<file path="config.mk">
export PLATFORM = sky130hd
export DESIGN_NAME = sbrl_cmd_fifo
export DESIGN_NICKNAME = d
export VERILOG_FILES = /design/src/hw/rtl/sbrl_cmd_fifo.sv
export SDC_FILE = /design/constraint.sdc
export NUM_CORES = 1
export LEC_CHECK = 0
export BUFFER_PORTS_ARGS = -buffer_cell sky130_fd_sc_hd__buf_4
export CAP_MARGIN = 20
export CELL_PAD_IN_SITES_DETAIL_PLACEMENT = 1
export CELL_PAD_IN_SITES_GLOBAL_PLACEMENT = 2
export CORE_MARGIN = 5
export CORE_UTILIZATION = 29
export DETAILED_ROUTE_END_ITERATION = 10
export HOLD_SLACK_MARGIN = 0.03
export PLACE_DENSITY = 0.64
export SYNTH_ARGS = -nofsm -noshare
export SYNTH_HDL_FRONTEND = slang
export SYNTH_SLANG_ARGS = --single-unit
</file>
<file path="constraint.sdc">
create_clock -name clk -period 2 [get_ports clk]
set_input_delay 0.1 -clock clk [delete_from_list [all_inputs] [get_ports clk]]
set_output_delay 0.1 -clock clk [all_outputs]
set_load 0.005 [all_outputs]
</file>
<file path="src/hw/rtl/sbrl_cmd_fifo.sv">
`default_nettype none

module sbrl_cmd_fifo #(
  parameter int WIDTH = 64,
  parameter int DEPTH = 4
) (
  input  wire logic             clk,
  input  wire logic             rst,
  input  wire logic             push,
  input  wire logic [WIDTH-1:0] din,
  output logic                  full,
  input  wire logic             pop,
  output logic      [WIDTH-1:0] dout,
  output logic                  empty
);

  localparam int PTR_W = (DEPTH > 1) ? $clog2(DEPTH) : 1;
  localparam int CNT_W = $clog2(DEPTH + 1);

  logic [WIDTH-1:0] slots [DEPTH];
  logic [PTR_W-1:0] wr_ptr;
  logic [PTR_W-1:0] rd_ptr;
  logic [CNT_W-1:0] count;
  logic             do_push;
  logic             do_pop;

  assign full    = (count == CNT_W'(DEPTH));
  assign empty   = (count == '0);
  assign do_push = push && !full;
  assign do_pop  = pop && !empty;
  assign dout    = slots[rd_ptr];

  function automatic logic [PTR_W-1:0] ptr_inc(input logic [PTR_W-1:0] p);
    ptr_inc = (p == PTR_W'(DEPTH - 1)) ? '0 : p + PTR_W'(1);
  endfunction

  always_ff @(posedge clk) begin
    if (rst) begin
      wr_ptr <= '0;
      rd_ptr <= '0;
      count  <= '0;
    end else begin
      if (do_push) begin
        wr_ptr <= ptr_inc(wr_ptr);
      end
      if (do_pop) begin
        rd_ptr <= ptr_inc(rd_ptr);
      end
      if (do_push && !do_pop) begin
        count <= count + CNT_W'(1);
      end else if (do_pop && !do_push) begin
        count <= count - CNT_W'(1);
      end
    end
  end

  always_ff @(posedge clk) begin
    if (do_push) begin
      slots[wr_ptr] <= din;
    end
  end

endmodule

`default_nettype wire

</file>
==> impl_metrics.py <==
metrics = {
    "timing": {
        "setup_violations": 40,
        "timing.final.max_slew_violations": 0,
        "finalHoldViolCount": 0,
        "slew_headroom": 0.695,
        "timing.final.crit_share": 1.04,
        "period_needed_ns": 2.09,
        "hold_ws_ns": 0.317,
        "fmax_mhz": 479,
        "rsz0062_at_grt": "yes",
        "layout_setup_ws_ns": -0.0894,
        "tns_ns": -1.75,
        "max_slew.worst_pin.slew_ns": 0.457,
        "clock_skew_ns": 0.0116,
    },
    "synth": {
        "synthAdderAreaFrac": 0.00977,
        "syn-num-nets": 459,
        "ys_seq_area_frac": 0.808,
        "mappedNetlistArea_mm2": 0.00973,
        "ys_types": 26,
        "synthCells": 384,
        "synth_top_family_by_area": "multiplexers",
        "synth_warnings": 0,
        "synth_ff_type": "edfxtp_1",
        "synth_mux_area_frac": 0.150,
        "synthArstFlopShare": 0,
        "synth_edf_count": 256,
        "yosys.area_share.simple": 0.00964,
        "synth_compound_area_frac": 0.00514,
        "synth-xor-area-share": 0.00180,
        "ys_ff_latch": 265,
        "avgSynthCellArea_um2": 25.3,
    },
    "clocking": {
        "cts_buffer_depth": 3,
        "cts_buffers": 28,
        "clockRootBuffer": "clkbuf_16",
        "clk_latency_ns": 0.53,
        "cts.sinks": 265,
        "htreeDepth": 1,
        "cts_tree": "done",
        "clkSlewWorstSetupHoldPaths_ns": 0.06,
    },
    "power_and_ir_drop": {
        "power_frac_clock": 0.314,
        "combPwrFrac": 0.264,
        "total_power_mw": 16.4,
        "swShare": 0.241,
        "p_leak_nw": 4.58,
        "p_sw_mw": 3.95,
        "powerDensity_mw_per_mm2": 1210,
        "p_int_mw": 12.4,
        "seqPwrFrac": 0.423,
        "peakVddDrop_v": 0.000646,
    },
    "critical_path": {
        "end_kind": "output pin",
        "critPathMaxFanout": 6,
        "crit_arrival_ns": 1.99,
        "crit_type": "reg -> out",
        "crit_chain": "buf_12, buf_8, buf_16, mux4_2, buf_6",
        "r2r_slack_ns": 0,
        "start_kind": "flop",
        "slowest_delay_ns": 0.54,
        "cp_slowest_cell": "mux4_2",
        "critPathBufInv": 4,
        "required_ns": 1.90,
        "cp_top_family": "multiplexers",
    },
    "grt": {
        "grt_pass1_vias": 5510,
        "antenna_found_initial": 2,
        "grt_pass1_wl_um": 34200,
        "grt-ovfl-total": 0,
        "globalRouteTotalUtil": 0.118,
        "grt_max_degree": 65,
    },
    "finish": {
        "final_common_cell": "edfxtp_1",
        "final_cells": 1098,
        "postLayoutCoreUtil": 0.406,
        "syn2layout_area_growth_pct": 39.2,
        "drive_above_1_share": 0.439,
        "final_cell_mix": "edfxtp_1, buf_4, dlygate4sd3_1, mux4_2, buf_6",
        "fillers": 3215,
        "final_nets": 703,
        "final_cell_area_mm2": 0.0135,
    },
    "detailed_routing": {
        "routedWlPerCell_um": 20.4,
        "drtIter0Drc": 228,
        "drc": 0,
        "via_per_inst": 4.33,
        "wirelength_um": 22400,
        "ant_nets": 0,
        "routed-via-count": 4755,
        "firstDrtPassIters": 4,
    },
    "placement": {
        "pre_cts_ws_ns": -0.0882,
        "gp_congestion": 0.687,
        "placed_area_mm2": 0.0114,
        "io_buffer_count": 133,
        "dp.final_hpwl_um": 12700,
        "place_inst": 962,
    },
    "die": {
        "start_util": 0.292,
        "num_rows": 67,
        "fp.dieH_um": 193,
        "dieArea_mm2": 0.0373,
        "ioPinCount": 134,
        "die_w_um": 193,
        "core_area_mm2": 0.0334,
    },
    "run": {
        "maxCapViolations": 0,
    },
    "outcome": {
        "violations": "negative setup slack",
        "status": "complete, but fails checks",
    },
    "min_path": {
        "min_path_type": "in -> reg",
    },
}
==> routing by layer <==
metal | GRT usage | part of all wire | vias to the layer above
li1 | - | - | 2129
met1 | 0.149 | 0.42 | 2484
met2 | 0.210 | 0.52 | 116
met3 | 0.0266 | 0.050 | 24
met4 | 0.0231 | 0.011 | 2
met5 | 0 | 0.00031 | -
==> state kept, by name, indices dropped and copies added (netlist names), named ones only <==
signal	count
wr_ptr	2
slots	256
count	3
rd_ptr	2
==> synthesized netlist by cell type (3+ instances only) <==
master	count	area share
inv_1	4	0.0015
edfxtp_1	256	0.79
buf_6	7	0.0081
ha_1	6	0.0077
mux4_2	64	0.15
buf_2	6	0.0031
and3_2	4	0.0031
a21oi_1	3	0.0015
dfxtp_1	9	0.019
nor2_1	3	0.0012
==> worst register-to-register path, cell delays in order (launching register included) <==
cell and delay [ns]:
dfxtp_4 0.35, or3b_4 0.25, clkinv_4 0.05, nor2_4 0.11, ha_4 0.16, inv_2 0.04, fa_2 0.34, xor2_1 0.17
or3_4 0.34, a21oi_1 0.12
==> power groups by stage <==
stage	combinational, mW	clock (mW)	sequential [mW]
3_5_place_dp	3.40	0	7.08
4_1_cts	4.51	5.29	6.93
2_1_floorplan	1.80	0	6.95
3_3_place_gp	3.34	0	7.03
6_report	4.32	5.14	6.92
5_1_grt	4.66	5.55	6.97
==> path summary, 6_finish.rpt <==
path                                 from            to  cells past startpoint
worst max-delay path                 flop      dout[22]                      5
worst min-delay path              din[20]  slots[2][20]                      2
worst max register to register   count[2]      count[2]                      9
worst min register to register  rd_ptr[0]          flop                      2
==> area by class of cell <==
type	count	area (um^2)	share of cell area
well taps	448	561	0.0414
flip-flops and latches	265	7890	0.582
repair buffers	230	2380	0.175
clock inverters	13	149	0.0110
multi-input cells	98	1770	0.131
inverters	5	23.8	0.00176
clock buffers	38	779	0.0575
diodes	1	2.50	0.000185
==> cell families after synthesis <==
kind of cell	after synthesis
AOI/OAI and AO/OA	7
xor gates and xnor gates	2
adders and majority gates	7
buffers and inverters	21
DFF	265
muxes	66
and+or+nand+nor	16
==> timing repair <==
action | in CTS | in global routing
setup endpoints to repair | 59 | 65
pin swaps | 2 | 0
cloned | 6 | 0
buffers inserted | 12 | 0
hold buffers | 67 | 0
hold endpoints to repair | 265 | 0
resized for setup | 69 | 1
No activity file was read; power rests on OpenSTA's default activity.
