`config.mk`:
```
export PLATFORM = sky130hd
export DESIGN_NAME = sbrl_back
export DESIGN_NICKNAME = d
export VERILOG_FILES = /design/src/hw/rtl/sbrl_pkg.sv /design/src/hw/rtl/sbrl_back.sv
export SDC_FILE = /design/constraint.sdc
export NUM_CORES = 1
export LEC_CHECK = 0
export BUFFER_PORTS_ARGS = -buffer_cell sky130_fd_sc_hd__buf_4
export CAP_MARGIN = 25
export CORE_MARGIN = 2
export CORE_UTILIZATION = 45
export CTS_CLUSTER_SIZE = 14
export DETAILED_ROUTE_END_ITERATION = 10
export MAX_ROUTING_LAYER = met4
export PLACE_DENSITY = 0.76
export SYNTH_ARGS = -nofsm -noshare
export SYNTH_HDL_FRONTEND = slang
export SYNTH_SLANG_ARGS = --single-unit
```
`constraint.sdc`:
```
create_clock -name clk -period 3.8 [get_ports clk]
set_input_delay 0.76 -clock clk [delete_from_list [all_inputs] [get_ports clk]]
set_output_delay 0.76 -clock clk [all_outputs]
set_load 0.02 [all_outputs]
```
`src/hw/rtl/sbrl_pkg.sv`:
```
`default_nettype none

package sbrl_pkg;

  // Default sizes of the ring and of one pull.
  localparam int RING_DEPTH_DEF = 4096;
  localparam int MAX_PULL_DEF   = 64;

  // Fixed field widths.
  localparam int KIND_W = 2;
  localparam int BYTE_W = 8;
  localparam int SEQ_W  = 32;
  localparam int LEN_W  = 7;

  // Depth of the command queue between the front and the back.
  localparam int CMD_DEPTH = 4;

  typedef enum logic [KIND_W-1:0] {
    KIND_WRITE = 2'd0,
    KIND_PULL  = 2'd1,
    KIND_CLEAR = 2'd2
  } kind_t;

  typedef enum logic [1:0] {
    BK_IDLE,
    BK_READ,
    BK_DATA
  } back_state_t;

endpackage

`default_nettype wire

```
`src/hw/rtl/sbrl_back.sv`:
```
`default_nettype none

module sbrl_back #(
  parameter int RING_DEPTH = sbrl_pkg::RING_DEPTH_DEF,
  parameter int AW         = $clog2(RING_DEPTH),
  parameter int CMD_W      = 1 + sbrl_pkg::BYTE_W + AW + sbrl_pkg::LEN_W + sbrl_pkg::SEQ_W
) (
  input  wire logic                        clk,
  input  wire logic                        rst,
  input  wire logic                        cmd_empty,
  input  wire logic [CMD_W-1:0]            cmd_data,
  output logic                             cmd_pop,
  output logic                             ram_we,
  output logic      [AW-1:0]               ram_waddr,
  output logic      [sbrl_pkg::BYTE_W-1:0] ram_wdata,
  output logic                             ram_re,
  output logic      [AW-1:0]               ram_raddr,
  input  wire logic [sbrl_pkg::BYTE_W-1:0] ram_rdata,
  output logic                             empty,
  input  wire logic                        pop,
  output logic      [sbrl_pkg::BYTE_W-1:0] out_byte,
  output logic                             has_data,
  output logic                             last,
  output logic      [sbrl_pkg::SEQ_W-1:0]  after_seq
);

  localparam int BYTE_W = sbrl_pkg::BYTE_W;
  localparam int SEQ_W  = sbrl_pkg::SEQ_W;
  localparam int LEN_W  = sbrl_pkg::LEN_W;

  logic              c_is_pull;
  logic [BYTE_W-1:0] c_data;
  logic [AW-1:0]     c_pos;
  logic [LEN_W-1:0]  c_len;
  logic [SEQ_W-1:0]  c_nseq;

  sbrl_pkg::back_state_t state, state_next;

  logic [AW-1:0]     addr, addr_next;
  logic [LEN_W-1:0]  remaining, remaining_next;
  logic [SEQ_W-1:0]  nseq, nseq_next;
  logic              out_valid, out_valid_next;
  logic              load;
  logic [BYTE_W-1:0] load_byte;
  logic              load_has;
  logic              load_last;
  logic [SEQ_W-1:0]  load_nseq;
  logic              out_free;

  assign {c_is_pull, c_data, c_pos, c_len, c_nseq} = cmd_data;

  assign empty    = !out_valid;
  assign out_free = !out_valid || pop;

  always_comb begin
    state_next     = state;
    addr_next      = addr;
    remaining_next = remaining;
    nseq_next      = nseq;
    cmd_pop        = 1'b0;
    ram_we         = 1'b0;
    ram_waddr      = c_pos;
    ram_wdata      = c_data;
    ram_re         = 1'b0;
    ram_raddr      = addr;
    load           = 1'b0;
    load_byte      = ram_rdata;
    load_has       = 1'b1;
    load_last      = (remaining == LEN_W'(1));
    load_nseq      = nseq;
    case (state)
      sbrl_pkg::BK_IDLE: begin
        if (!cmd_empty) begin
          if (!c_is_pull) begin
            ram_we  = 1'b1;
            cmd_pop = 1'b1;
          end else if (c_len == '0) begin
            if (out_free) begin
              load      = 1'b1;
              load_byte = '0;
              load_has  = 1'b0;
              load_last = 1'b1;
              load_nseq = c_nseq;
              cmd_pop   = 1'b1;
            end
          end else begin
            addr_next      = c_pos;
            remaining_next = c_len;
            nseq_next      = c_nseq;
            cmd_pop        = 1'b1;
            state_next     = sbrl_pkg::BK_READ;
          end
        end
      end
      sbrl_pkg::BK_READ: begin
        ram_re     = 1'b1;
        addr_next  = (addr == AW'(RING_DEPTH - 1)) ? '0 : addr + AW'(1);
        state_next = sbrl_pkg::BK_DATA;
      end
      sbrl_pkg::BK_DATA: begin
        if (out_free) begin
          load           = 1'b1;
          remaining_next = remaining - LEN_W'(1);
          if (remaining == LEN_W'(1)) begin
            state_next = sbrl_pkg::BK_IDLE;
          end else begin
            // Fetch the following byte while this one moves to the output.
            ram_re    = 1'b1;
            addr_next = (addr == AW'(RING_DEPTH - 1)) ? '0 : addr + AW'(1);
          end
        end
      end
      default: begin
        state_next = sbrl_pkg::BK_IDLE;
      end
    endcase
    out_valid_next = load ? 1'b1 : (pop ? 1'b0 : out_valid);
  end

  always_ff @(posedge clk) begin
    if (rst) begin
      state     <= sbrl_pkg::BK_IDLE;
      out_valid <= 1'b0;
    end else begin
      state     <= state_next;
      out_valid <= out_valid_next;
    end
  end

  always_ff @(posedge clk) begin
    addr      <= addr_next;
    remaining <= remaining_next;
    nseq      <= nseq_next;
    if (load) begin
      out_byte  <= load_byte;
      has_data  <= load_has;
      last      <= load_last;
      after_seq <= load_nseq;
    end
  end

endmodule

`default_nettype wire

```
==> impl_metrics.json, run 1 <==
{
  "run_status": "completed",
  "synth_seq_cells": 96,
  "worst-r2r-setup-slack_ns": 1.45,
  "core.rowCount": 35,
  "synth_enable_flop_cells": 93,
  "coreArea_sq_um": 9330,
  "setup_crit_start": "cmd_data[36]",
  "timing.critical_path.fanout_max": 6,
  "static-leakage-power_nw": 2.30,
  "num-nets-final": 486,
  "min-delay-path-class": "register to register",
  "synth_cells": 286,
  "setup_viol_count_final": 0,
  "power.ir.vdd_worst_mv": 0.414,
  "post_route_drc_violation_count": 0,
  "cts_tree": "yes",
  "place.gp.congestion": 0.844,
  "fmaxAchievable_mhz": 346,
  "ant_nets": 0,
  "seq_power_share_pct": 46.6,
  "internal_power_contribution_mw": 2.38,
  "finalMaxSlewViolations": 0,
  "antenna_cells_inserted": 0,
  "cts_setup_buffers": 0,
  "worstSetupEndpointType": "output port",
  "final-instance-count-excl-fill": 541,
  "initial_antenna_violation_count": 0,
  "seqCellArea_sq_um": 2850,
  "critical_path_required_ns": 3.04,
  "yosys.cell_types.count": 34,
  "fraction_of_synthesis_flops_using_an_asynchronous_set_or_reset_pin_pct": 0,
  "hp-start": "state[0]",
  "cts_hold_repair.buffers": 0,
  "first_pass_grt_wire_length_um": 12200,
  "rsz0062_at_grt": "no",
  "fillers": 720,
  "power_switching_share_pct": 31.7,
  "buffer_ports.inserted": 133,
  "ys.warnings.count": 0,
  "grt.total_usage_pct": 15.5,
  "clkTransAtPathRegs_ns": 0.08,
  "pin_count_of_the_biggest_net_entering_global_routing": 43,
  "clk_buf_depth": 2,
  "via_count_of_the_first_global_routing_pass": 2605,
  "firstDrtPassIters": 4,
  "synth_area_leader_cell": "edfxtp_1",
  "multi_input_combinational_cell_area_sq_um": 1240,
  "setup.worst_path.start_class": "input port",
  "clock-skew-final_ns": 0.0196,
  "drive_gt1_share_pct": 46.6,
  "initial_utilization_pct": 46.6,
  "critical_setup_path_kind": "input port to output port",
  "totalPowerFinal_mw": 3.48,
  "routedWlPerCell_um": 14.7,
  "gr-total-overflow": 0,
  "drt_first_iter_violations": 84,
  "regToRegStartpoint": "state[1]",
  "postSynthNetCount": 365,
  "final.min_clock_period_ns": 2.89,
  "design.portCount": 150,
  "hold_viol": 0,
  "yosys_most_used_dff": "edfxtp_1",
  "synth.avg_cell_area_sq_um": 15.2,
  "clock_insertion_delay_at_the_later_pin_of_the_skew_report_ns": 0.35,
  "floorplan.die_area_sq_um": 10500,
  "dieWidth_um": 102,
  "floorplan.die.height_um": 102,
  "cts_inserted_buffers": 9,
  "final_design_instance_area_without_fill_sq_um": 5600,
  "place_area_sq_um": 5360,
  "final_min_period_over_clock_period_pct": 76.1,
  "post_synth_instance_area_sq_um": 4350,
  "cts-htree-levels": 3,
  "clock_sinks": 96,
  "post_detailed_routing_wire_length_um": 7940,
  "routed_via_density": 4.86,
  "area_grow_syn2layout_pct": 28.8,
  "power.share.combinational_pct": 30.8,
  "timing.max_cap.violations": 0,
  "pwr-share-clk_pct": 22.6,
  "net-switching-power_mw": 1.10,
  "timing.max_slew.rel_slack_pct": 55.5,
  "routed-via-count": 2629,
  "ys_top_cells_by_area": "edfxtp_1 (64%), mux2_4 (10%), buf_4 (3.5%)",
  "cp.arrival_ns": 2.13,
  "cellPowerDensity_nw_per_um2": 622,
  "ctsResizeCount": 0,
  "total_instance_count_after_detailed_placement": 525,
  "max_slew.worst_pin.slew_ns": 0.667,
  "netlist.area_leader.share_pct": 64.2,
  "root_buffer": "clkbuf_8",
  "final_layout_setup_total_negative_slack_ns": 0,
  "dp.final_hpwl_um": 5650,
  "fin_worst_hold_slack_ns": 0.520,
  "sequential_share_of_the_synthesized_area_pct": 65.6
}
cell type report:
| class | instances | share of cell area (%) |
|---|---|---|
| repair buffers | 138 | 18.5 |
| clock inverters | 6 | 2.01 |
| well taps | 129 | 2.88 |
| clock buffers | 10 | 2.28 |
| inverters | 18 | 1.21 |
| multi-input cells | 144 | 22.2 |
| flip-flops and latches | 96 | 50.9 |
cells in the mapped netlist, types with 7 or more instances:
| cell type | count |
|---|---|
| mux2_4 | 30 |
| buf_4 | 20 |
| and2_1 | 8 |
| inv_1 | 18 |
| ha_1 | 7 |
| o22ai_1 | 7 |
| nand2_1 | 7 |
| edfxtp_1 | 93 |
| nor2_1 | 18 |
| nand2b_1 | 7 |
| a21oi_1 | 12 |
| xnor2_1 | 9 |
critical path: stages:
cell     delay, ns
buf_4         0.11
or4_4         0.56
nor4_4        0.37
a31oi_1       0.15
buf_4         0.18
logic make-up (layout without fill, tap and decap cells):
logic type,Yosys count,count (layout),share of synthesized area [%]
muxes,36,36,11.8
AOI/OAI and AO/OA,26,26,3.65
buffers and inverters,46,172,6.22
xor gates and xnor gates,15,15,3.02
and+or+nand+nor,60,60,7.65
DFF,96,96,65.6
adders and majority gates,7,7,2.01
power groups by stage:
stage	Sequential, mW	Clock [mW]	Combinational (mW)
2_1_floorplan	1.77	0	0.550
3_3_place_gp	1.64	0	1.05
3_5_place_dp	1.64	0	1.08
4_1_cts	1.62	0.812	1.09
5_1_grt	1.65	0.846	1.17
6_report	1.62	0.788	1.07
metal layers:
layer / share of wire [%] / vias up / global-route usage (%) / wire length (um)
li1: - / 1256 / - / -
met1: 43 / 1221 / 19.4 / 3400
met2: 47 / 135 / 24.4 / 3730
met3: 8.4 / 17 / 4.17 / 669
met4: 1.8 / 0 / 5.95 / 140
met5: 0 / - / - / 0
through the flow:
step                      setup slack [ns]  util (%)
after floorplan                      0.167         -
after global placement               0.892      57.4
after detailed placement             0.840      57.5
after CTS                            0.917      60.0
after global routing                 0.821      60.0
final                                0.909      60.0
registers in the layout, indices dropped and copies added (netlist names):
signal and cells:
after_seq 32, nseq 32, ram_raddr 12, out_byte 8, remaining 7, state 2, has_data 1, last 1
out_valid 1
cells in the final DEF, fill, tap and decap left out, types with 2 or more instances in the layout:
cell / n
edfxtp_1: 93
xnor2_1: 9
ha_1: 7
a21oi_1: 12
nor2b_1: 3
clkbuf_8: 9
nand2_1: 7
bufinv_16: 3
dfxtp_1: 3
inv_6: 2
xor2_1: 6
o22ai_1: 7
a31oi_1: 2
nor2_1: 17
nand4_1: 2
mux2_2: 3
nand3_1: 3
and2_1: 8
nor3_1: 5
mux2_4: 30
or3_1: 2
mux2i_1: 3
inv_1: 18
nand2b_1: 7
buf_4: 137
path summary, 6_finish.rpt:
check	to	depth (start not counted)
setup / recovery	cmd_pop	5
hold reg to reg	state[0]	2
setup reg to reg	after_seq[31]	7
hold / removal	state[0]	2
Power figures use the tool's default switching activity.
==> inputs of run 2 (changes only) <==
Clock period 3.8 ns to 2.5 ns, I/O delays scaled along.
==> run 2 against run 1 <==
Compared with the run above:
- global-route usage is 0.28 points lower
- worst setup slack worse by 0.80 ns
- sequential power is 52% higher
- design area is 1.2% higher
- critical endpoint unchanged
==> impl_metrics.json, run 2 (synthesis results as in run 1) <==
{
  "run_status": "completed",
  "timing.critical_path.fanout_max": 5,
  "multi_input_combinational_cell_area_sq_um": 1260,
  "clk_buf_depth": 2,
  "fin_worst_hold_slack_ns": 0.321,
  "drt_first_iter_violations": 53,
  "critical_path.top_delay_family": "simple AND/OR/NAND/NOR gates",
  "clock-skew-final_ns": 0.0121,
  "grt.total_usage_pct": 15.3,
  "cellPowerDensity_nw_per_um2": 931,
  "mostFrequentLayoutCells": "buf_4 (143), edfxtp_1 (93), mux2_4 (30)",
  "routed-via-count": 2626,
  "cts_setup_buffers": 0,
  "hold_viol": 0,
  "hp-start": "rst",
  "dp.final_hpwl_um": 5670,
  "cts_inserted_buffers": 9,
  "fmaxAchievable_mhz": 418,
  "worst-r2r-setup-slack_ns": 0.29,
  "mostFrequentLayoutCell": "buf_4",
  "num-nets-final": 493,
  "clkTransAtPathRegs_ns": 0.10,
  "area_grow_syn2layout_pct": 30.4,
  "timing.max_slew.rel_slack_pct": 42.4,
  "floorplan.die_area_sq_um": 10500,
  "drive_gt1_share_pct": 47.5,
  "root_buffer": "clkbuf_8",
  "post_route_drc_violation_count": 0,
  "cp_slowest_stage_delay_ns": 0.54,
  "cpMaxStageDelayCell": "or4_4",
  "min-delay-path-class": "input port to register",
  "via_count_of_the_first_global_routing_pass": 2595,
  "coreArea_sq_um": 9330,
  "initial_antenna_violation_count": 0,
  "dieWidth_um": 102,
  "setup.worst_path.start_class": "input port",
  "design.portCount": 150,
  "critPathMostFrequentCell": "buf_4",
  "rsz0062_at_grt": "no",
  "place.gp.congestion": 0.784,
  "pre_cts_slack_ns": 0.0756,
  "routed_via_density": 4.79,
  "ant_nets": 0,
  "core.rowCount": 35,
  "routedWlPerCell_um": 14.1,
  "max_slew.worst_pin.slew_ns": 0.862,
  "buffer_ports.inserted": 133,
  "setup_viol_count_final": 0,
  "min_to": "out_valid",
  "cts_tree": "yes",
  "static-leakage-power_nw": 2.34,
  "r2r_cells": 6,
  "total_instance_count_after_detailed_placement": 531,
  "fillers": 711,
  "worstSetupEndpointType": "output port",
  "timing.max_cap.violations": 0,
  "final-instance-count-excl-fill": 548,
  "final_min_period_over_clock_period_pct": 95.8,
  "power.ir.vdd_worst_mv": 0.615,
  "critical_path_required_ns": 2.00,
  "regToRegEndpoint": "nseq[10]",
  "initial_utilization_pct": 46.6,
  "floorplan.die.height_um": 102,
  "final.min_clock_period_ns": 2.39,
  "cp.arrival_ns": 1.89,
  "worstPathCellList": "buf_4 -> or4_4 -> nor4_4 -> buf_4 -> a31oi_1 -> buf_4",
  "totalPowerFinal_mw": 5.28,
  "critical_setup_path_kind": "input port to output port",
  "antenna_cells_inserted": 0,
  "worst_hold_path.num_cells": 2,
  "cts-htree-levels": 3,
  "pin_count_of_the_biggest_net_entering_global_routing": 43,
  "first_pass_grt_wire_length_um": 12000,
  "postLayoutSetupSlackWorst_ns": 0.105,
  "critPathBufInv": 3,
  "clock_insertion_delay_at_the_later_pin_of_the_skew_report_ns": 0.35,
  "firstDrtPassIters": 4,
  "finalMaxSlewViolations": 0,
  "post_detailed_routing_wire_length_um": 7750,
  "gr-total-overflow": 0,
  "clock_sinks": 96,
  "regToRegStartpoint": "state[0]",
  "seqCellArea_sq_um": 2850
}
-- run 2: cell count changes in the layout (fill, tap and decap cells not counted) --
cell,delta
clkinv_1,+1
clkinvlp_4,+1
nor3_4,+1
nor3_2,-1
nor4_1,-1
bufinv_16,-1
nor4_2,+1
buf_4,+6
buf_2,-1
buf_12,+2
clkinv_2,-1
-- run 2: area by class of cell --
| type | count | share of cell area (%) |
|---|---|---|
| flip-flops and latches | 96 | 50.3 |
| multi-input cells | 144 | 22.2 |
| repair buffers | 145 | 19.6 |
| well taps | 129 | 2.85 |
| clock buffers | 10 | 2.25 |
| clock inverters | 6 | 1.57 |
| inverters | 18 | 1.19 |
-- run 2: worst reg2reg max path: cells and delay by family (launching register included) --
family	cells	cell delay, ns
simple gates	2	0.82
buf+inv	3	0.57
flops	1	0.35
fa+ha+maj	1	0.19
-- run 2: stage by stage --
stage	area, sq um	utilization, %	setup TNS, ns
floorplan	4370	-	-4.21
global placement	5440	58.3	0
detailed placement	5440	58.3	0
finish	5670	60.8	0
CTS	5650	60.6	0
global route	5670	60.8	0
-- run 2: per-layer routing --
layer | track usage, % | part of all wire, %
met3 | 3.42 | 6.9
met1 | 19.0 | 44
met4 | 5.64 | 1.4
met5 | - | 0
met2 | 24.6 | 48
-- run 2: worst max path at each step --
| stage | endpoint | startpoint | cells past startpoint | slack (ns) |
|---|---|---|---|---|
| 2_1_floorplan | after_seq[0] | cmd_data[36] | 4 | -0.10 |
| 3_3_place_gp | cmd_pop | cmd_data[36] | 6 | 0.10 |
| 3_5_place_dp | ram_raddr[7] | cmd_empty | 5 | 0.08 |
| 4_1_cts | cmd_pop | cmd_data[36] | 6 | 0.09 |
| 5_1_grt | cmd_pop | cmd_data[36] | 6 | 0.01 |
| 6_report | cmd_pop | cmd_data[36] | 6 | 0.11 |
-- run 2: report_power, final --
| part | leakage, nW | switching [mW] | internal (mW) |
|---|---|---|---|
| Clock | 0.105 | 0.526 | 0.568 |
| Sequential | 0.882 | 0.232 | 2.24 |
| Combinational | 1.35 | 0.945 | 0.768 |
-- run 2: timing repair --
| action | CTS | global route |
|---|---|---|
| endpoints found under the hold margin | 0 | 0 |
| endpoints found under the setup margin | 0 | 1 |
| hold buffers | 0 | 0 |
| gates resized for setup | 0 | 1 |
==> inputs of run 3 (changes only) <==
Settings changed: REMOVE_ABC_BUFFERS set to 1.
==> run 3 against run 2 <==
Compared with the run above:
- critical endpoint unchanged
- core utilization down 0.25 points
- hold slack gained 0.013 ns
- design area decreased by 0.42%
- largest cell class unchanged
==> impl_metrics.json, run 3 (synthesis results as in run 1) <==
{
  "ctsResizeCount": 0,
  "cts_hold_repair.buffers": 0,
  "timing.critical_path.fanout_max": 5,
  "hp-start": "cmd_data[15]",
  "floorplan.die_area_sq_um": 10500,
  "routedWlPerCell_um": 15.1,
  "r2r_cells": 8,
  "first_pass_grt_wire_length_um": 12500,
  "design.portCount": 150,
  "cts_setup_buffers": 0,
  "pin_count_of_the_biggest_net_entering_global_routing": 43,
  "clk_buf_depth": 2,
  "coreArea_sq_um": 9330,
  "post_detailed_routing_wire_length_um": 8280,
  "mostFrequentLayoutCells": "buf_4 (143), edfxtp_1 (93), mux2_4 (30)",
  "routed-via-count": 2624,
  "timing.max_slew.rel_slack_pct": 60.2,
  "initial_utilization_pct": 46.6,
  "firstDrtPassIters": 4,
  "gr-total-overflow": 0,
  "static-leakage-power_nw": 2.33,
  "fin_worst_hold_slack_ns": 0.334,
  "worstSetupEndpointType": "output port",
  "mostFrequentLayoutCell": "buf_4",
  "hold_viol": 0,
  "final.min_clock_period_ns": 2.41,
  "fillers": 733,
  "setup.worst_path.start_class": "input port",
  "final_core_area_utilization_pct": 60.5,
  "ant_nets": 0,
  "run_status": "completed",
  "rsz0062_at_grt": "no",
  "cts-htree-levels": 3,
  "setup_viol_count_final": 0,
  "grt.total_usage_pct": 16.1,
  "cts_inserted_buffers": 9,
  "via_count_of_the_first_global_routing_pass": 2609,
  "final_min_period_over_clock_period_pct": 96.3,
  "totalPowerFinal_mw": 5.15,
  "cellPowerDensity_nw_per_um2": 913,
  "cts_tree": "yes",
  "regToRegEndpoint": "after_seq[0]",
  "drt_first_iter_violations": 74,
  "min-delay-path-class": "input port to register",
  "routed_via_density": 4.78,
  "place.gp.congestion": 0.785,
  "cp.arrival_ns": 1.91,
  "floorplan.die.height_um": 102,
  "min_to": "nseq[15]",
  "clock-skew-final_ns": 0.0124,
  "area_grow_syn2layout_pct": 29.8,
  "worst-r2r-setup-slack_ns": 0.38,
  "clock_sinks": 96,
  "post_route_drc_violation_count": 0,
  "final_layout_setup_total_negative_slack_ns": 0,
  "critical_setup_path_kind": "input port to output port",
  "timing.max_cap.violations": 0,
  "clkTransAtPathRegs_ns": 0.10,
  "root_buffer": "clkbuf_8",
  "clock_insertion_delay_at_the_later_pin_of_the_skew_report_ns": 0.35,
  "critical_path_required_ns": 2.00,
  "antenna_cells_inserted": 0,
  "worst_hold_path.num_cells": 1,
  "buffer_ports.inserted": 133,
  "drive_gt1_share_pct": 47.6,
  "fmaxAchievable_mhz": 415,
  "dieWidth_um": 102,
  "power.ir.vdd_worst_mv": 0.480,
  "dp.final_hpwl_um": 6190,
  "max_slew.worst_pin.slew_ns": 0.595,
  "core.rowCount": 35,
  "initial_antenna_violation_count": 0,
  "num-nets-final": 494,
  "regToRegStartpoint": "state[0]",
  "finalMaxSlewViolations": 0
}
run 3: where the power goes:
group	internal [mW]	leakage [nW]	total [mW]	switching, mW
Combinational	0.778	1.36	1.75	0.968
Sequential	2.23	0.882	2.45	0.220
Clock	0.384	0.0957	0.951	0.567
run 3: cell type report:
class                           count  area (sq um)  area share [%]
Sequential cell                    96          2850            50.5
Clock inverter                      7          61.3            1.09
Multi-Input combinational cell    144          1240            22.0
Timing Repair Buffer              146          1130            20.1
Tap cell                          129           161            2.86
Clock buffer                        9           124            2.19
Inverter                           18          67.6            1.20
run 3: layer usage:
layer  global-route usage [%]  wire, um  vias up
met2                     26.9      4360       79
met3                     3.08       321        6
met4                     5.64        72        0
met5                        -         0        -
li1                         -         -     1278
met1                     19.7      3530     1261
run 3: worst max-delay path: stages:
cell	delay (ns)
buf_4	0.11
or4_4	0.55
nor4_4	0.31
buf_4	0.20
a31oi_1	0.08
buf_4	0.16
run 3: worst max-delay path by stage:
stage | start | cells past startpoint | slack [ns] | endpoint
2_1_floorplan | cmd_data[36] | 4 | -1.20 | after_seq[0]
3_3_place_gp | cmd_data[36] | 6 | 0.09 | after_seq[24]
3_5_place_dp | cmd_data[36] | 6 | 0.07 | after_seq[18]
4_1_cts | cmd_data[36] | 6 | 0.09 | cmd_pop
5_1_grt | cmd_data[36] | 6 | 0.02 | cmd_pop
6_report | cmd_data[36] | 6 | 0.09 | cmd_pop
run 3: stage by stage:
stage	cells	cell area (sq um)	worst slack [ns]
6_report	549	5640	0.0916
5_1_grt	549	5640	0.0152
4_1_cts	548	5640	0.0909
3_5_place_dp	532	5450	0.0737
3_3_place_gp	532	5450	0.0944
2_1_floorplan	258	4150	-1.20
