**src/hw/rtl/sbrl_pkg.sv**
```systemverilog
`default_nettype none

package sbrl_pkg;

  // Default sizes of the ring and of one pull.
  localparam int RING_DEPTH_DEF = 4096;
  localparam int MAX_PULL_DEF   = 64;

  // Fixed field widths.
  localparam int KIND_W = 2;
  localparam int BYTE_W = 8;
  localparam int SEQ_W  = 32;
  localparam int LEN_W  = 7;

  // Depth of the command queue between the front and the back.
  localparam int CMD_DEPTH = 4;

  typedef enum logic [KIND_W-1:0] {
    KIND_WRITE = 2'd0,
    KIND_PULL  = 2'd1,
    KIND_CLEAR = 2'd2
  } kind_t;

  typedef enum logic [1:0] {
    BK_IDLE,
    BK_READ,
    BK_DATA
  } back_state_t;

endpackage

`default_nettype wire

```
**src/hw/rtl/sbrl_front.sv**
```systemverilog
`default_nettype none

module sbrl_front #(
  parameter int RING_DEPTH = sbrl_pkg::RING_DEPTH_DEF,
  parameter int MAX_PULL   = sbrl_pkg::MAX_PULL_DEF,
  parameter int AW         = $clog2(RING_DEPTH),
  parameter int CMD_W      = 1 + sbrl_pkg::BYTE_W + AW + sbrl_pkg::LEN_W + sbrl_pkg::SEQ_W
) (
  input  wire logic                        clk,
  input  wire logic                        rst,
  input  wire logic                        push,
  output logic                             full,
  input  wire logic [sbrl_pkg::KIND_W-1:0] kind,
  input  wire logic [sbrl_pkg::BYTE_W-1:0] data_byte,
  input  wire logic [sbrl_pkg::SEQ_W-1:0]  from_seq,
  input  wire logic [sbrl_pkg::LEN_W-1:0]  max_len,
  output logic                             cmd_push,
  output logic      [CMD_W-1:0]            cmd_data,
  input  wire logic                        cmd_full
);

  localparam int BW    = $clog2(RING_DEPTH + 1);
  localparam int PW    = AW + 1;
  localparam int SEQ_W = sbrl_pkg::SEQ_W;
  localparam int LEN_W = sbrl_pkg::LEN_W;

  // Architectural state, kept current as items are accepted.
  logic [AW-1:0]    wpos;
  logic [SEQ_W-1:0] count;

  // Classified item waiting for a queue slot.
  logic                        a_vld;
  logic                        a_is_pull;
  logic [sbrl_pkg::BYTE_W-1:0] a_data;
  logic [AW-1:0]               a_pos;
  logic [SEQ_W-1:0]            a_start;
  logic [BW-1:0]               a_backlog;
  logic [LEN_W-1:0]            a_maxcap;

  logic             accept;
  logic             a_adv;
  logic             is_write;
  logic             is_pull;
  logic             is_clear;
  logic [SEQ_W-1:0] diff;
  logic             out_of_range;
  logic             total_gt;
  logic [SEQ_W-1:0] start_sel;
  logic [BW-1:0]    backlog_sel;
  logic [LEN_W-1:0] maxcap;
  logic [LEN_W-1:0] len;
  logic [SEQ_W-1:0] nseq;
  logic [PW-1:0]    pos_sum;
  logic [AW-1:0]    pos;

  assign full     = a_vld && cmd_full;
  assign accept   = push && !full;
  assign a_adv    = a_vld && !cmd_full;
  assign cmd_push = a_adv;

  assign is_write = (kind == sbrl_pkg::KIND_WRITE);
  assign is_pull  = (kind == sbrl_pkg::KIND_PULL);
  assign is_clear = (kind == sbrl_pkg::KIND_CLEAR);

  // Resume point: fall back to the oldest retained byte when out of range.
  assign diff         = count - from_seq;
  assign total_gt     = (count > SEQ_W'(RING_DEPTH));
  assign out_of_range = (from_seq == '0) || (from_seq > count) ||
                        (diff > SEQ_W'(RING_DEPTH));
  assign start_sel    = !out_of_range ? from_seq :
                        (total_gt ? count - SEQ_W'(RING_DEPTH) : '0);
  assign backlog_sel  = !out_of_range ? diff[BW-1:0] :
                        (total_gt ? BW'(RING_DEPTH) : count[BW-1:0]);
  assign maxcap       = (max_len > LEN_W'(MAX_PULL)) ? LEN_W'(MAX_PULL) : max_len;

  // Second half of the work, done on the held item.
  assign len     = (32'(a_backlog) < 32'(a_maxcap)) ? LEN_W'(a_backlog) : a_maxcap;
  assign nseq    = a_start + SEQ_W'(len);
  assign pos_sum = PW'(a_pos) + PW'(RING_DEPTH) - PW'(a_backlog);
  assign pos     = (pos_sum >= PW'(RING_DEPTH)) ? AW'(pos_sum - PW'(RING_DEPTH))
                                                : AW'(pos_sum);

  assign cmd_data = a_is_pull ? {1'b1, a_data, pos, len, nseq}
                              : {1'b0, a_data, a_pos, {LEN_W{1'b0}}, {SEQ_W{1'b0}}};

  always_ff @(posedge clk) begin
    if (rst) begin
      wpos  <= '0;
      count <= '0;
      a_vld <= 1'b0;
    end else begin
      if (accept && is_write) begin
        wpos  <= (wpos == AW'(RING_DEPTH - 1)) ? '0 : wpos + AW'(1);
        count <= count + SEQ_W'(1);
      end else if (accept && is_clear) begin
        wpos  <= '0;
        count <= '0;
      end
      if (accept && (is_write || is_pull)) begin
        a_vld <= 1'b1;
      end else if (a_adv) begin
        a_vld <= 1'b0;
      end
    end
  end

  always_ff @(posedge clk) begin
    if (accept) begin
      a_is_pull <= is_pull;
      a_data    <= data_byte;
      a_pos     <= wpos;
      a_start   <= start_sel;
      a_backlog <= backlog_sel;
      a_maxcap  <= maxcap;
    end
  end

endmodule

`default_nettype wire

```
**config.mk**
```make
export PLATFORM = sky130hd
export DESIGN_NAME = sbrl_front
export DESIGN_NICKNAME = d
export VERILOG_FILES = /design/src/hw/rtl/sbrl_pkg.sv /design/src/hw/rtl/sbrl_front.sv
export SDC_FILE = /design/constraint.sdc
export NUM_CORES = 1
export LEC_CHECK = 0
export ABC_AREA = 0
export BUFFER_PORTS_ARGS = -buffer_cell sky130_fd_sc_hd__clkbuf_2
export CORE_MARGIN = 1.5
export CORE_UTILIZATION = 60
export DETAILED_ROUTE_END_ITERATION = 6
export GPL_ROUTABILITY_DRIVEN = 0
export HOLD_SLACK_MARGIN = 0.15
export PLACE_DENSITY = 0.87
export SLEW_MARGIN = 5
export SYNTH_ARGS = -nofsm -noshare
export SYNTH_HDL_FRONTEND = slang
export SYNTH_SLANG_ARGS = --single-unit
```
**constraint.sdc**
```tcl
create_clock -name clk -period 5.5 [get_ports clk]
set_input_delay 0.275 -clock clk [delete_from_list [all_inputs] [get_ports clk]]
set_output_delay 0.275 -clock clk [all_outputs]
set_load 0.05 [all_outputs]
```
==> results of run 1 <==
## state kept, by name (all words and copies together) (netlist names)
name,flops
a_start,32
a_backlog,13
a_vld,1
wpos,12
a_is_pull,1
a_data,8
a_maxcap,7
a_pos,12
count,32
## layer usage
layer / vias to the layer above / share of wire [%] / wire (um) / global-route usage (%)
li1: 4242 / - / - / -
met1: 4291 / 40 / 11200 / 42.5
met2: 535 / 46 / 12800 / 51.1
met3: 90 / 9.7 / 2700 / 5.95
met4: 0 / 3.7 / 1020 / 14.1
met5: - / 0 / 0 / 0
## critical path: stages (launching register included)
cell and delay (ps):
edfxtp_1 430, ha_1 240, or4_1 570, nor4_2 360, o21ai_4 200, mux2_2 330, ha_1 210, fa_1 400
a21o_1 170, a21oi_1 200, o21bai_1 90, a21o_1 210, a21oi_1 180, buf_4 170, nor4_1 50, buf_4 170
nand3_1 120, xor2_1 80, nor2_1 120, clkbuf_2 300
## power by group through the flow
| stage | logic (W) | registers, W | clock network, W |
|---|---|---|---|
| floorplan | 0.000298 | 0.00101 | 0 |
| global placement | 0.000410 | 0.00101 | 0 |
| detailed placement | 0.000422 | 0.00101 | 0 |
| CTS | 0.000434 | 0.000990 | 0.00114 |
| global route | 0.000480 | 0.000994 | 0.00117 |
| finish | 0.000448 | 0.000991 | 0.00114 |
## cell type report
type	instances	area, sq um
clock inverters	15	179
inverters	81	304
clock buffers	17	425
well taps	216	270
fillers	1097	4720
repair buffers	135	761
flip-flops and latches	118	3090
multi-input cells	868	6070
## layout by cell type, fill, tap and decap left out, types with 8 or more instances in the layout
| cell | instances |
|---|---|
| nor2_1 | 116 |
| clkbuf_16 | 17 |
| nand3_1 | 24 |
| clkbuf_2 | 108 |
| and3_1 | 19 |
| nor4_1 | 20 |
| a21o_1 | 15 |
| dlygate4sd3_1 | 10 |
| xnor2_1 | 36 |
| mux2i_1 | 22 |
| edfxtp_1 | 73 |
| mux2_4 | 29 |
| nor3_1 | 17 |
| xor2_1 | 38 |
| nor3b_1 | 10 |
| nand2b_1 | 10 |
| o21ai_0 | 48 |
| mux2_2 | 10 |
| a31oi_1 | 12 |
| nand2_1 | 85 |
| or3_1 | 23 |
| inv_1 | 80 |
| dfxtp_1 | 45 |
| nor2b_1 | 25 |
| a21oi_1 | 72 |
| buf_4 | 13 |
| a21boi_0 | 8 |
| and2_1 | 19 |
| nand4_1 | 26 |
| ha_1 | 62 |
## stage by stage
step / utilization (%) / hold WS, ps / worst slack (ps)
2_1_floorplan: - / 374 / 266
3_3_place_gp: 65.1 / 452 / 563
3_5_place_dp: 65.1 / 454 / 384
4_1_cts: 69.6 / 153 / 105
5_1_grt: 70.2 / 154 / -31.9
6_report: 70.2 / 161 / 180
## what timing repair did
action	CTS	global route
hold buffers	10	0
cloned	0	1
endpoints found under the setup margin	6	12
buffers inserted	0	4
gates resized for setup	3	19
pin swaps	0	4
hold endpoints to repair	10	0
## cells by family after synthesis
kind of cell    count (synthesis)  synth area share, %
mux                            62                 8.04
xor+xnor                       74                 6.70
compound gates                232                 15.0
buf+inv                       137                 5.96
fa+ha+maj                      65                 8.63
flops                         118                 32.0
simple gates                  434                 23.7
## final timing paths
check | from | endpoint | slack [ps] | cells past startpoint
worst min register to register | wpos[11] | a_pos[11] | 500 | 0
worst max register to register | count[0] | a_start[3] | 950 | 14
worst min-delay path | max_len[4] | a_maxcap[4] | 160 | 2
worst max-delay path | a_backlog[6] | cmd_data[26] | 180 | 19
==> flow_metrics.py, run 1 <==
metrics = {
    "run_status": {
        "outcome": "complete, no violations",
    },
    "finish": {
        "area_growth_pct": 14.7,
        "final_cells": 1450,
        "antennaDiodeCount": 0,
        "drive_gt1_share_pct": 18.4,
        "finalNetCount": 1339,
        "fin_area_sq_um": 11100,
    },
    "synth": {
        "synth_edf_count": 73,
        "yosys.area.top_type": "edfxtp_1",
        "seq_area_frac_synth_pct": 32.0,
        "async_flop_share_pct": 0,
        "syn_inst": 1122,
        "synth_top_area_share_pct": 22.6,
        "synthMostInstantiatedCell": "nor2_1",
        "ys.flop_type": "edfxtp_1",
        "synthTopCellsByArea": "edfxtp_1 (23%), dfxtp_1 (9.3%), ha_1 (8.0%)",
        "ys_seq_elements": 118,
        "netlist_top_cells_count": "nor2_1 (116), nand2_1 (85), inv_1 (81)",
        "syn_nets": 1240,
        "yosysWarnings": 0,
        "post_synth_num_cell_types": 73,
        "syn_area_per_cell_sq_um": 8.63,
        "syn-cell-area_sq_um": 9680,
    },
    "sta": {
        "finalHoldViolations": 0,
        "min_period_over_period_pct": 96.7,
        "slew_violations": 0,
        "relSlewSlack_pct": 33.9,
        "fin_tns_setup_ps": 0,
        "setup_viol": 0,
        "finalCriticalPeriod_ps": 5320,
        "finalClockSkew_ps": 6.55,
        "tightestPinTransition_ps": 992,
        "max_freq_ghz": 0.188,
    },
    "clocking": {
        "cts_tree": "done",
        "clockBufferDepth": 2,
        "path_clk_slew_ps": 60,
        "cts-htree-levels": 4,
        "root_buffer": "clkbuf_16",
        "clock_sinks": 118,
        "clk_latency_ps": 420,
        "cts_made_buffers": 17,
    },
    "critical_path": {
        "worst-path-max-fanout": 8,
        "worstSetupPathType": "flop to output port",
        "crit_required_ps": 5220,
        "crit_arrival_ps": 5040,
        "crit_path_start_kind": "flop",
        "endpoint_kind": "output port",
    },
    "route": {
        "drt_iter0_drc": 917,
        "detail-route-antenna-nets": 0,
        "drt_wl_total_um": 27800,
        "first_pass_iters": 6,
        "vias_per_cell": 6.32,
        "drc": 0,
        "dr_total_vias": 9158,
        "wire_per_inst_um": 19.2,
    },
    "floorplan": {
        "boundaryPins": 115,
        "die-width_um": 130,
        "initial_core_util_pct": 61.2,
        "die-area_sq_um": 16900,
        "dieHeight_um": 130,
        "coreArea_sq_um": 15800,
        "num_rows": 46,
    },
    "grt": {
        "antenna_found_initial": 0,
        "grt_use_total_pct": 32.0,
        "grt_max_degree": 76,
        "grt_pass1_vias": 8253,
        "grt_pass1_wl_um": 41900,
        "gr-total-overflow": 0,
    },
    "power": {
        "ir_worst_vdd_uv": 205,
        "comb_power_share_pct": 17.4,
        "intPower_w": 0.00182,
        "pwr-share-seq_pct": 38.5,
        "netSwitchingFraction_pct": 29.4,
        "p_per_area_nw_per_um2": 232,
        "p_clk_share_pct": 44.1,
        "p_switching_w": 0.000756,
        "p_leak_nw": 4.93,
        "power_w": 0.00258,
    },
    "placement": {
        "dp_cells": 1403,
        "io_buffers": 114,
        "dpl-instance-area_sq_um": 10300,
        "hpwl_um": 19300,
    },
    "run": {
        "max_cap_viol_count": 0,
    },
    "min_path": {
        "holdCritPathClass": "input pin to flop",
    },
}
(Power assumes the default switching activity.)
==> inputs of run 2 (changes only) <==
CORE_MARGIN = 4   (was 1.5)
CORE_UTILIZATION = 50   (was 60)
PLACE_DENSITY = 0.75   (was 0.87)
==> run 2 against run 1 <==
Maximum frequency rose by 2.0%. Critical endpoint unchanged. Highest routed layer unchanged. Wire length fell by 9.5%. Combinational power fell by 3%. Cell area fell by 0.15%.
==> flow_metrics.py, run 2 (synthesis gave the netlist of run 1 again) <==
metrics = {
    "floorplan": {
        "die-width_um": 147,
        "boundaryPins": 115,
        "die-area_sq_um": 21700,
        "num_rows": 50,
        "dieHeight_um": 147,
        "initial_core_util_pct": 51.2,
        "coreArea_sq_um": 18900,
    },
    "critical_path": {
        "path_buf_inv": 3,
        "worstReg2RegEnd": "a_start[7]",
        "crit_required_ps": 5220,
        "slowest_stage": "edfxtp_1",
        "reg2reg_depth": 14,
        "r2r-start": "count[0]",
        "critPathMostFrequentCell": "a21o_1",
        "crit_start": "a_backlog[1]",
        "r2r_setup_slack_ps": 960,
        "endpoint_kind": "output port",
        "critical-path-max-stage-delay_ps": 430,
        "path_cells": "ha_1 > a21o_1 > a21o_1 > a21o_1 > a21o_1 > a21oi_1 > o21ai_2 > mux2_2 > ha_1 > fa_1 > a21o_1 > a21oi_1 > o21bai_1 > a21o_1 > a21oi_1 > buf_4 > nor4_1 > buf_4 > nand3_1 > xor2_1 > nor2_1 > clkbuf_2",
        "crit_path_start_kind": "flop",
        "worstSetupPathType": "flop to output port",
        "worst-path-max-fanout": 8,
        "crit_arrival_ps": 4940,
        "critPathTopFamily": "compound AO/OA/AOI/OAI gates",
    },
    "sta": {
        "tightestPinTransition_ps": 969,
        "finalClockSkew_ps": 10.6,
        "finalCriticalPeriod_ps": 5220,
        "fin_tns_setup_ps": 0,
        "finalHoldViolations": 0,
        "min_period_over_period_pct": 94.8,
        "setup_viol": 0,
        "relSlewSlack_pct": 35.4,
        "max_freq_ghz": 0.192,
        "slew_violations": 0,
    },
    "min_path": {
        "min_to": "a_maxcap[6]",
        "holdCritStartpoint": "max_len[6]",
        "holdCritPathClass": "input pin to flop",
        "hold_path_depth": 1,
    },
    "clocking": {
        "clock_sinks": 118,
        "root_buffer": "clkbuf_16",
        "cts-htree-levels": 4,
        "cts_made_buffers": 17,
        "post_cts_buffers": 0,
        "clockBufferDepth": 2,
        "cts_tree": "done",
        "clk_latency_ps": 420,
        "path_clk_slew_ps": 60,
    },
    "power": {
        "netSwitchingFraction_pct": 29.6,
        "p_per_area_nw_per_um2": 226,
        "p_switching_w": 0.000742,
        "comb_power_share_pct": 17.4,
        "power_w": 0.00251,
        "ir_worst_vdd_uv": 254,
        "intPower_w": 0.00177,
        "p_leak_nw": 4.91,
        "pwr-share-seq_pct": 39.5,
        "p_clk_share_pct": 43.2,
    },
    "finish": {
        "top_regs": "a_start (32), count (32), a_backlog (13)",
        "mostFrequentLayoutCell": "nor2_1",
        "area_growth_pct": 14.5,
        "fillers": 1684,
        "finalNetCount": 1336,
        "post-route-util_pct": 58.7,
        "drive_gt1_share_pct": 17.7,
        "most-common-layout-cells": "nor2_1 (116), clkbuf_2 (105), nand2_1 (85)",
        "antennaDiodeCount": 0,
    },
    "route": {
        "wire_per_inst_um": 16.9,
        "drt_iter0_drc": 651,
        "dr_total_vias": 8600,
        "first_pass_iters": 5,
        "vias_per_cell": 5.77,
        "detail-route-antenna-nets": 0,
        "drc": 0,
        "drt_wl_total_um": 25100,
    },
    "grt": {
        "grt_pass1_wl_um": 40400,
        "antenna_found_initial": 0,
        "grt_use_total_pct": 22.7,
        "grt_pass1_vias": 7830,
        "grt_max_degree": 76,
        "gr-total-overflow": 0,
    },
    "run": {
        "max_cap_viol_count": 0,
    },
    "placement": {
        "io_buffers": 114,
        "hpwl_um": 19300,
    },
    "run_status": {
        "outcome": "complete, no violations",
    },
}
run 2: changes by cell type in the layout (fill, tap and decap cells not counted), sizes merged:
cell | before | now
inv | 84 | 86
buf | 16 | 15
bufinv | 3 | 0
clkbuf | 126 | 128
dlygate4sd3 | 10 | 11
or4 | 11 | 10
clkinv | 7 | 4
run 2: timing repair:
action | 4_1_cts | 5_1_grt
pin swaps | 0 | 0
hold buffers | 11 | 0
gates resized for setup | 1 | 17
setup endpoints to repair | 4 | 11
hold endpoints to repair | 10 | 0
run 2: worst register-to-register path, stage by stage, from the launching register on:
cell and delay, ps:
dfxtp_1 360, inv_1 130, ha_1 180, inv_1 60
fa_1 420, a211oi_1 450, o21bai_1 130, a21oi_1 340
xnor2_1 210, a2111oi_0 440, a41oi_1 310, a211oi_2 320
nand4_4 110, buf_4 360, mux2_4 450
run 2: per-stage QoR:
step                instance area [sq um]  hold WS (ps)  instances  worst slack [ps]
floorplan                            9680           374       1122               266
global placement                    10400           452       1448               527
detailed placement                  10400           454       1448               390
CTS                                 11100           154       1491              79.6
global route                        11100           169       1491             -20.0
finish                              11100           166       1491               284
run 2: final cells by class:
class	instances	area [sq um]	share of cell area, %
clock buffer	21	504	4.55
clock inverter	11	85.1	0.767
inverter	81	304	2.74
multi-input combinational	867	6020	54.3
sequential	118	3090	27.9
tap	260	325	2.93
timing repair buffer	133	751	6.77
run 2: how the worst max path moves through the flow:
stage                    to  cells past startpoint
3_3_place_gp   cmd_data[25]                     19
2_1_floorplan  cmd_data[29]                     19
5_1_grt        cmd_data[31]                     19
6_report       cmd_data[26]                     22
4_1_cts        cmd_data[29]                     19
3_5_place_dp   cmd_data[29]                     19
run 2: per-layer routing:
metal / wire length (um) / global-route usage [%]
met5: 0 / 0
met1: 11400 / 33.1
met2: 11000 / 34.3
met3: 2190 / 4.19
met4: 570 / 6.99
run 2: power by group through the flow:
stage	sequential, W	combinational [W]	clock, W
6_report	0.000989	0.000436	0.00108
5_1_grt	0.000992	0.000470	0.00113
4_1_cts	0.000989	0.000431	0.00109
3_5_place_dp	0.00101	0.000422	0
3_3_place_gp	0.00101	0.000417	0
2_1_floorplan	0.00101	0.000298	0
==> inputs of run 3 (changes only) <==
PLACE_DENSITY = 0.8   (was 0.75)
clock period = 6.5 ns   (was 5.5 ns; I/O delays follow)
==> run 3 against run 2 <==
Final cell count fell by 0.47%. Die area did not move. Hold slack improved by 45 ps. Register-to-register slack improved by 500 ps. Sequential cell count did not move. Cell area fell by 0.81%. Total power fell by 16%. Core utilization fell by 0.48 points. Setup slack improved by 320 ps. Critical path depth fell by 3. Via count rose by 1.2%. Global-route usage fell by 0.17 points.
==> flow_metrics.py, run 3 (synthesis gave the netlist of run 1 again) <==
metrics = {
    "sta": {
        "finalCriticalPeriod_ps": 5890,
        "finalHoldViolations": 0,
        "hold_slack_ps": 211,
        "setup_viol": 0,
        "fin_tns_setup_ps": 0,
        "setup_ws_ps": 606,
        "relSlewSlack_pct": 26.7,
        "rsz0062_at_grt": "no",
        "max_freq_ghz": 0.170,
        "slew_violations": 0,
        "tightestPinTransition_ps": 1100,
        "finalClockSkew_ps": 9.78,
        "min_period_over_period_pct": 90.7,
    },
    "finish": {
        "antennaDiodeCount": 0,
        "mostFrequentLayoutCell": "nor2_1",
        "drive_gt1_share_pct": 17.2,
        "most-common-layout-cells": "nor2_1 (116), clkbuf_2 (114), nand2_1 (85)",
        "top_regs": "a_start (32), count (32), a_backlog (13)",
        "finalNetCount": 1329,
        "area_growth_pct": 13.6,
        "post-route-util_pct": 58.2,
    },
    "power": {
        "ir_worst_vdd_uv": 193,
        "p_leak_nw": 4.87,
        "p_per_area_nw_per_um2": 192,
        "power_w": 0.00211,
    },
    "floorplan": {
        "coreArea_sq_um": 18900,
        "die-area_sq_um": 21700,
        "initial_core_util_pct": 51.2,
        "die-width_um": 147,
        "dieHeight_um": 147,
        "boundaryPins": 115,
        "num_rows": 50,
    },
    "grt": {
        "antenna_found_initial": 0,
        "grt_max_degree": 76,
        "grt_pass1_wl_um": 40000,
        "gr-total-overflow": 0,
        "grt_pass1_vias": 7926,
        "grt_use_total_pct": 22.6,
    },
    "critical_path": {
        "endpoint": "cmd_data[29]",
        "crit_path_start_kind": "flop",
        "reg2reg_depth": 13,
        "crit_start": "a_backlog[1]",
        "crit_arrival_ps": 5570,
        "worst-path-max-fanout": 12,
        "r2r-start": "count[0]",
        "crit_required_ps": 6170,
        "endpoint_kind": "output port",
        "worstReg2RegEnd": "a_start[0]",
        "r2r_setup_slack_ps": 1460,
        "worstSetupPathType": "flop to output port",
    },
    "route": {
        "wire_per_inst_um": 16.8,
        "first_pass_iters": 7,
        "dr_total_vias": 8706,
        "drt_wl_total_um": 25000,
        "vias_per_cell": 5.87,
        "wl_met1_um": 11200,
        "wl_met3_um": 2180,
        "dr_wl_met2_um": 10900,
        "top_layer": "met4",
        "drc": 0,
        "drt_iter0_drc": 710,
        "detail-route-antenna-nets": 0,
    },
    "clocking": {
        "clockBufferDepth": 2,
        "cts_tree": "done",
        "root_buffer": "clkbuf_16",
        "clock_sinks": 118,
        "post_cts_buffers": 0,
        "path_clk_slew_ps": 60,
        "cts-htree-levels": 4,
        "cts_made_buffers": 17,
        "clk_latency_ps": 420,
    },
    "placement": {
        "io_buffers": 114,
        "hpwl_um": 19200,
        "dp_slack_ps": 1110,
    },
    "run_status": {
        "outcome": "complete, no violations",
    },
    "min_path": {
        "hold_path_depth": 2,
        "holdCritPathClass": "input pin to flop",
    },
    "run": {
        "max_cap_viol_count": 0,
    },
}
==> run 3: cell type report <==
| class | count | area, sq um |
|---|---|---|
| Timing Repair Buffer | 126 | 683 |
| Fill cell | 1656 | 7900 |
| Multi-Input combinational cell | 867 | 6010 |
| Clock buffer | 18 | 439 |
| Tap cell | 260 | 325 |
| Sequential cell | 118 | 3090 |
| Inverter | 81 | 304 |
| Clock inverter | 14 | 139 |
==> run 3: worst min path at each step <==
stage,startpoint,to,slack (ps)
finish,max_len[0],a_maxcap[0],210
CTS,max_len[0],a_maxcap[0],190
floorplan,data_byte[0],a_data[0],420
global route,cmd_full,a_vld,210
detailed placement,wpos[11],a_pos[11],480
global placement,wpos[7],a_pos[7],470
==> run 3: report_power, final <==
group | switching, W | total, W | internal, W
combinational | 0.000253 | 0.000364 | 0.000111
clock | 0.000363 | 0.000909 | 0.000546
sequential | 0.0000172 | 0.000837 | 0.000820
==> run 3: worst max-delay path, stage by stage (launching register included) <==
cell	delay [ps]
edfxtp_1	440
ha_1	310
a21o_1	110
a21o_1	120
a21o_1	110
a21o_1	100
a21oi_1	70
o21ai_1	640
mux2i_1	290
ha_1	350
a21o_1	110
a21oi_1	80
o21bai_1	130
a21oi_1	120
o21bai_1	170
a21oi_1	220
or4_1	740
or4_1	560
a21oi_1	160
clkbuf_2	300
==> run 3: stage by stage <==
| step | cells | instance area [sq um] |
|---|---|---|
| after floorplan | 1122 | 9680 |
| after global placement | 1443 | 10300 |
| after detailed placement | 1443 | 10300 |
| after CTS | 1484 | 11000 |
| after global routing | 1484 | 11000 |
| final | 1484 | 11000 |
==> run 3: timing repair <==
item,in CTS,in global routing
hold buffers,9,0
hold endpoints to repair,9,0
setup endpoints to repair,0,0
resized for setup,0,0
==> run 3: routing by layer <==
| layer | vias to the layer above | track usage [%] |
|---|---|---|
| li1 | 4220 | - |
| met1 | 4042 | 32.1 |
| met2 | 385 | 34.2 |
| met3 | 59 | 3.98 |
| met4 | 0 | 8.57 |
| met5 | - | 0 |
